===== src/hdl/dtq_pkg.sv =====
// Shared types and constants of the deadline timer queue.
// Depends on nothing; used by every module of the block.
package dtq_pkg;

	localparam int TIME_W = 48;
	localparam int PER_W  = 40;
	localparam int ID_W   = 8;

	localparam logic OP_ADD  = 1'b0;
	localparam logic OP_TICK = 1'b1;

	typedef struct packed {
		logic              op;
		logic [ID_W-1:0]   timer_id;
		logic [TIME_W-1:0] deadline;
		logic [PER_W-1:0]  period;
		logic [TIME_W-1:0] now_time;
	} in_word_t;

	typedef struct packed {
		logic [ID_W-1:0]   fired_id;
		logic              fired_valid;
		logic              last;
		logic              earliest_changed;
		logic              dropped_full;
		logic [TIME_W-1:0] next_deadline;
		logic              next_valid;
	} out_word_t;

	typedef struct packed {
		logic [ID_W-1:0]   id;
		logic [PER_W-1:0]  period;
		logic [TIME_W-1:0] deadline;
	} entry_t;

	typedef struct packed {
		logic ins;
		logic pop;
	} chain_cmd_t;

	typedef struct packed {
		logic [ID_W-1:0]   id;
		logic [PER_W-1:0]  period;
		logic [TIME_W-1:0] redl;
	} popped_t;

endpackage


===== src/hdl/dtq_cell.sv =====
// One slot of the sorted timer chain.
// Depends on dtq_pkg; instantiated by dtq_chain.
module dtq_cell (
	input  logic               clk,
	input  logic               arst_n,
	input  dtq_pkg::chain_cmd_t cmd,
	input  dtq_pkg::entry_t    new_entry,
	input  dtq_pkg::entry_t    left_entry,
	input  logic               left_used,
	input  logic               left_gt,
	input  dtq_pkg::entry_t    right_entry,
	input  logic               right_used,
	output dtq_pkg::entry_t    entry,
	output logic               used,
	output logic               gt
);

	dtq_pkg::entry_t entry_q;
	logic            used_q;

	// The new word goes in front of this slot when the slot is empty or later.
	assign gt    = !used_q || (entry_q.deadline > new_entry.deadline);
	assign entry = entry_q;
	assign used  = used_q;

	always_ff @(posedge clk) begin
		if (cmd.pop) begin
			entry_q <= right_entry;
		end else if (cmd.ins && gt) begin
			entry_q <= left_gt ? left_entry : new_entry;
		end
	end

	always_ff @(posedge clk or negedge arst_n) begin
		if (!arst_n) begin
			used_q <= 1'b0;
		end else if (cmd.pop) begin
			used_q <= right_used;
		end else if (cmd.ins && gt) begin
			used_q <= left_gt ? left_used : 1'b1;
		end
	end

endmodule


===== src/hdl/dtq_chain.sv =====
// Row of timer slots kept in deadline order, slot 0 earliest.
// Depends on dtq_pkg and dtq_cell; instantiated by deadline_timer_queue.
module dtq_chain #(
	parameter int CAPACITY = 16
) (
	input  logic                clk,
	input  logic                arst_n,
	input  dtq_pkg::chain_cmd_t cmd,
	input  dtq_pkg::entry_t     new_entry,
	output dtq_pkg::entry_t     head,
	output logic                head_used,
	output logic                tail_used
);

	dtq_pkg::entry_t ent_w [CAPACITY];
	logic            used_w [CAPACITY];
	logic            gt_w [CAPACITY];

	for (genvar i = 0; i < CAPACITY; i++) begin : g_cell
		dtq_pkg::entry_t lft_e;
		dtq_pkg::entry_t rgt_e;
		logic            lft_u;
		logic            lft_g;
		logic            rgt_u;

		if (i == 0) begin : g_first
			assign lft_e = '0;
			assign lft_u = 1'b0;
			assign lft_g = 1'b0;
		end else begin : g_mid
			assign lft_e = ent_w[i-1];
			assign lft_u = used_w[i-1];
			assign lft_g = gt_w[i-1];
		end

		if (i == CAPACITY - 1) begin : g_last
			assign rgt_e = '0;
			assign rgt_u = 1'b0;
		end else begin : g_inner
			assign rgt_e = ent_w[i+1];
			assign rgt_u = used_w[i+1];
		end

		dtq_cell u_cell (
			.clk         (clk),
			.arst_n      (arst_n),
			.cmd         (cmd),
			.new_entry   (new_entry),
			.left_entry  (lft_e),
			.left_used   (lft_u),
			.left_gt     (lft_g),
			.right_entry (rgt_e),
			.right_used  (rgt_u),
			.entry       (ent_w[i]),
			.used        (used_w[i]),
			.gt          (gt_w[i])
		);
	end

	assign head      = ent_w[0];
	assign head_used = used_w[0];
	assign tail_used = used_w[CAPACITY-1];

endmodule


===== config.mk =====
export PLATFORM = sky130hd
export DESIGN_NAME = dtq_chain
export DESIGN_NICKNAME = d
export VERILOG_FILES = /design/src/hdl/dtq_pkg.sv /design/src/hdl/dtq_cell.sv /design/src/hdl/dtq_chain.sv
export SDC_FILE = /design/constraint.sdc
export NUM_CORES = 2
export LEC_CHECK = 0
export BUFFER_PORTS_ARGS = -buffer_cell sky130_fd_sc_hd__buf_2
export CAP_MARGIN = 20
export CORE_MARGIN = 3
export CORE_UTILIZATION = 40
export CTS_BUF_LIST = sky130_fd_sc_hd__clkbuf_8
export CTS_CLUSTER_DIAMETER = 30
export DETAILED_ROUTE_END_ITERATION = 12
export HOLD_SLACK_MARGIN = 0.08
export PLACE_DENSITY_LB_ADDON = 0.15
export SYNTH_ARGS = -nofsm -noshare
export SYNTH_HDL_FRONTEND = slang
export SYNTH_SLANG_ARGS = --single-unit

===== constraint.sdc =====
create_clock -name clk -period 28.7 [get_ports clk]
set_clock_uncertainty 0.15 [all_clocks]
set_input_delay 0 -clock clk [delete_from_list [all_inputs] [get_ports clk]]
set_output_delay 0 -clock clk [all_outputs]
set_load 0.02 [all_outputs]

[After elaboration in Yosys (flattened, before gate mapping)]
Cells that the tools add are included.
Operators by class
  mux-type cells: 92
  order comparisons: 16
  reduce and logical (&&, ||, !) cells: 64
Operators with widths (count)
  $mux W96: 45
  $gt A48 B48 Y1: 16
  $mux W1: 47
  $reduce_bool A2 Y1: 16
  $logic_and A1 B1 Y1: 16
  $logic_not A1 Y1: 16
  $logic_or A1 B1 Y1: 16
Storage, ports and cells
  logic and storage cells: 236
  bits in registers: 1552

[Longest topological paths before layout]
  depth in word-level cells: 5
  gate-level depth with buffers: 13
  gate-level depth less buffers: 10

[By module]
From an unflattened synthesis, not the netlist that was laid out.
Unflattened totals
  cells, all modules: 9649
  area total of the unflattened synthesis: 98338.1 um2
By module, submodules not included
  dtq_cell: area each 6145.9 um2, times used 16, seq. area each 2907.8 um2, cells each 603
  dtq_chain: area each 3.8 um2, times used 1, seq. area each 0.0 um2, cells each 1

[Worst setup path after synthesis]
Ideal clock, no wire load.
  path kind: flip-flop to flip-flop
  start point: reg g_cell[9].u_cell.entry_q, in the netlist g_cell[9].u_cell.entry[47]
  end point: reg g_cell[9].u_cell.entry_q, in the netlist g_cell[9].u_cell.entry[0], enable pin
  setup slack: 18.702 ns
  period minus slack after synthesis: 9.998 ns
  arrival: 9.155 ns
  stages on the path, launching flop included: 10
  path through: edfxtp_1 -> ha_1 -> nand4_1 -> or2_2 -> or2_2 -> o22ai_1 -> a211oi_2 -> clkbuf_1 -> buf_2 -> o31ai_1
On the way
  word-level cells in the longest chain between the ends: 4
RTL lines
  from (decl): RTL line dtq_cell.sv:18  | dtq_pkg::entry_t entry_q;
  from (signal assigned): RTL line dtq_cell.sv:28  | entry_q <= right_entry;
  from (signal assigned): RTL line dtq_cell.sv:30  | entry_q <= left_gt ? left_entry : new_entry;
  $gt A48 B48 Y1: RTL line dtq_cell.sv:22  | assign gt = !used_q || (entry_q.deadline > new_entry.deadline);
  $logic_or A1 B1 Y1: RTL line dtq_cell.sv:22
  $logic_and A1 B1 Y1: RTL line dtq_cell.sv:29  | end else if (cmd.ins && gt) begin
  $reduce_bool A2 Y1 (no line)
Every way passes these cells.
A chain may end at the register's enable or synchronous reset.

[Final worst setup path]
  start point: in new_entry[21] (netlist name)
  end point: reg g_cell[15].u_cell.entry_q, in the netlist g_cell[15].u_cell.entry[41]
On the way
  word-level cells in the longest chain between the ends: 3
RTL lines
  from (decl): RTL line dtq_chain.sv:9  | input dtq_pkg::entry_t new_entry,
  $gt A48 B48 Y1: RTL line dtq_cell.sv:22
  $logic_or A1 B1 Y1: RTL line dtq_cell.sv:22
  $mux W96 / $logic_and A1 B1 Y1 (equally long branches): RTL line dtq_cell.sv:30, dtq_cell.sv:29
  to (signal assigned): RTL line dtq_cell.sv:28
  to (signal assigned): RTL line dtq_cell.sv:30
  to (decl): RTL line dtq_cell.sv:18
Several ways; a longest one is shown, not always the timed one.

==> results.py <==
metrics = {
    "run_status": {
        "status": "finished, final reports clean",
    },
    "clock_tree": {
        "cts-root-buf": "clkbuf_8",
        "numCtsBuffers": 444,
        "cts_sinks": 1552,
        "clk_pin_slew_worst_paths_ps": 50,
        "cts_buffer_depth": 4,
        "cts_tree": "yes",
        "cts_max_level": 5,
        "cts_setup_buffers": 0,
        "clock_latency_ps": 1130,
    },
    "yosys": {
        "syn_nets": 10400,
        "ys_warn_count": 0,
        "synth_mux_area_share_pct": 4.57,
        "synth-adder-area-share_pct": 9.86,
        "ys.flop_type": "edfxtp_1",
        "synthDistinctLibCells": 82,
        "synth_simple_gate_area_share_pct": 10.3,
        "synth_top_family_by_area": "compound AO/OA/AOI/OAI gates",
        "syn_inst": 9574,
        "ys_async_sr_fraction_pct": 1.03,
        "synth_edf_count": 1440,
        "synth_seq_cells": 1552,
        "ys_seq_area_share_pct": 46.7,
        "synth_xor_area_share_pct": 0,
        "avgSynthCellArea_um2": 10.2,
        "synth_compound_area_share_pct": 24.2,
        "syn_area_um2": 97500,
    },
    "detailed_routing": {
        "wire_per_inst_um": 31.9,
        "first_iter_violations": 11700,
        "drc": 0,
        "postRouteAntennaNets": 0,
        "via_count": 87900,
        "wl_um": 428000,
        "drt-pass1-iter-count": 7,
        "vias_per_cell": 6.56,
    },
    "placed_design": {
        "dp.cells": 12300,
        "dpl_cell_area_um2": 101000,
        "hpwlAfterDp_um": 260000,
        "gp_congestion": 0.928,
        "dpl_worst_slack_ps": 22070,
        "numPortBuffers": 197,
    },
    "setup_path": {
        "crit_arrival_ps": 8130,
        "crit_required_ps": 29620,
        "crit_type": "input port to flop",
        "startpoint_type": "input port",
        "cp_cell_sequence": "dlygate4sd3_1, dlygate4sd3_1, buf_2, inv_1, ha_1, and4_1, nor4bb_1, buf_4, nor3b_2, o41ai_2, buf_4, a31oi_1, nand2b_4, buf_4, buf_4, nand2_1, a31oi_1, dlygate4sd3_1",
        "setup.worst_path.end_class": "flop",
        "r2r_cells": 14,
        "crit_path_frequent_cell": "buf_4",
        "path_max_fanout": 37,
        "critPathSlowestCell": "nor4bb_1",
        "cpPeakStageDelay_ps": 910,
    },
    "cells_and_area": {
        "mostFrequentLayoutCell": "edfxtp_1",
        "nets": 10700,
        "fillers": 22500,
        "final_area_um2": 114000,
        "stdcell_count": 13400,
        "area_delta_synth_final_pct": 16.9,
        "drive_gt1_share_pct": 16.1,
        "layout_common_cells": "edfxtp_1 (1,440), nand2_1 (1,088), o21ai_0 (817)",
    },
    "timing": {
        "setup_tns_ps": 0,
        "period_minus_slack_ps": 7210,
        "setup_viol": 0,
        "max_freq_ghz": 0.139,
        "min_period_over_period_pct": 25.1,
        "slew_headroom_pct": 14.9,
        "rsz0062_at_grt": "no",
        "tightest_slew_ps": 1280,
        "fin_ws_ps": 21490,
        "hold_viol": 0,
        "drv_slew": 0,
    },
    "pwr": {
        "leakage_nw": 45.3,
        "total_power_mw": 11.9,
        "powerDensity_nw_per_um2": 104,
        "ir_drop_uv": 153,
    },
    "die": {
        "die_h_um": 500,
        "start_util_pct": 40.4,
        "die_w_um": 500,
        "pin_count": 198,
        "core.rowCount": 180,
        "design.core.area_um2": 241000,
        "die-area_um2": 250000,
    },
    "min_path": {
        "min_path_type": "input port to flop",
        "hold_depth": 4,
    },
    "global_routing": {
        "grt_pass1_vias": 84900,
        "antenna_found_initial": 30,
        "grt_pass1_wl_um": 612000,
        "grt.overflow.total": 0,
        "grt_util_all_layers_pct": 33.0,
        "grt_max_degree": 219,
    },
    "job": {
        "cap_violations": 0,
    },
}
[area by class of cell]
cell class | count | area, um^2 | share of cell area, %
Clock inverter | 345 | 3520 | 3.09
Inverter | 185 | 702 | 0.616
Timing Repair Buffer | 674 | 5540 | 4.86
Multi-Input combinational cell | 6985 | 48200 | 42.3
Clock buffer | 463 | 6370 | 5.59
Sequential cell | 1552 | 45600 | 40.0
Tap cell | 3185 | 3990 | 3.50
Antenna cell | 10 | 25.0 | 0.0220
[flip-flops by register name, summed over array words and instances, names as in the netlist]
signal	cells
g_cell.u_cell.entry	1536
g_cell.u_cell.used	16
[stage by stage]
step	hold WS (ps)	util, %
finish	181	47.2
global placement	-206	41.8
CTS	85.1	47.1
floorplan	-446	-
global route	191	47.2
detailed placement	-187	41.9
[report_power, final]
part | switching (mW) | internal (mW) | leakage [nW] | total, mW
Clock | 1.28 | 2.15 | 5.24 | 3.43
Combinational | 2.76 | 1.43 | 24.8 | 4.18
Sequential | 0.735 | 3.52 | 15.3 | 4.25
Total | 4.77 | 7.10 | 45.3 | 11.9
[cell usage after synthesis (all sizes together) (25+ instances only)]
master	instances	area, um^2
nor2b	42	263
edfxtp	1440	43200
nand2	1099	4130
a21o	136	1020
nor2	552	2070
mux2	50	563
a31o	96	841
nand4	144	901
o22ai	290	1810
ha	768	9610
a21oi	767	3850
a221oi	206	1890
o21ai	830	4150
and4	25	219
nand3	48	240
or2	150	938
a31oi	296	1860
nor4	28	194
o221a	190	2140
buf	201	1090
dfxtp	96	1920
nand2b	102	638
a2bb2oi	479	4200
inv	184	691
mux2i	389	3890
a22oi	104	781
clkbuf	651	2440
[worst paths after layout]
| check | start | endpoint | slack (ps) |
|---|---|---|---|
| min in group asynchronous | arst_n | g_cell[8].u_cell.used | 770 |
| min reg2reg | g_cell[15].u_cell.entry[70] | g_cell[15].u_cell.entry[70] | 410 |
| max | new_entry[21] | g_cell[15].u_cell.entry[41] | 21490 |
| max reg2reg | g_cell[14].u_cell.entry[22] | g_cell[15].u_cell.entry[41] | 21730 |
| max in group asynchronous | arst_n | g_cell[3].u_cell.used | 26970 |
| min | new_entry[42] | g_cell[0].u_cell.entry[42] | 180 |
[critical path, delay by kind of cell]
family / cells / cell delay (ps)
fa+ha+maj: 1 / 270
buf+inv: 9 / 4330
compound gates: 3 / 740
simple gates: 5 / 2680
[routing by layer]
metal	global-route usage, %	routed length (um)
met4	15.8	21700
met1	44.3	174000
met2	50.6	189000
met3	7.20	43100
met5	0	94
[cells by family (layout without fill, tap and decap cells)]
logic type | count (synthesis) | after routing
adder cells (fa/ha/maj) | 768 | 768
AND/OR/NAND/NOR | 2255 | 2255
flip-flops | 1552 | 1552
AO/OA/AOI/OAI | 3523 | 3523
other | 0 | 10
buffers and inverters | 1037 | 1667
multiplexers | 439 | 439
[repair_timing]
| item | 4_1_cts | 5_1_grt |
|---|---|---|
| hold endpoints to repair | 1614 | 0 |
| gates resized for setup | 0 | 0 |
| hold buffers | 282 | 0 |
(Power assumes the default switching activity.)
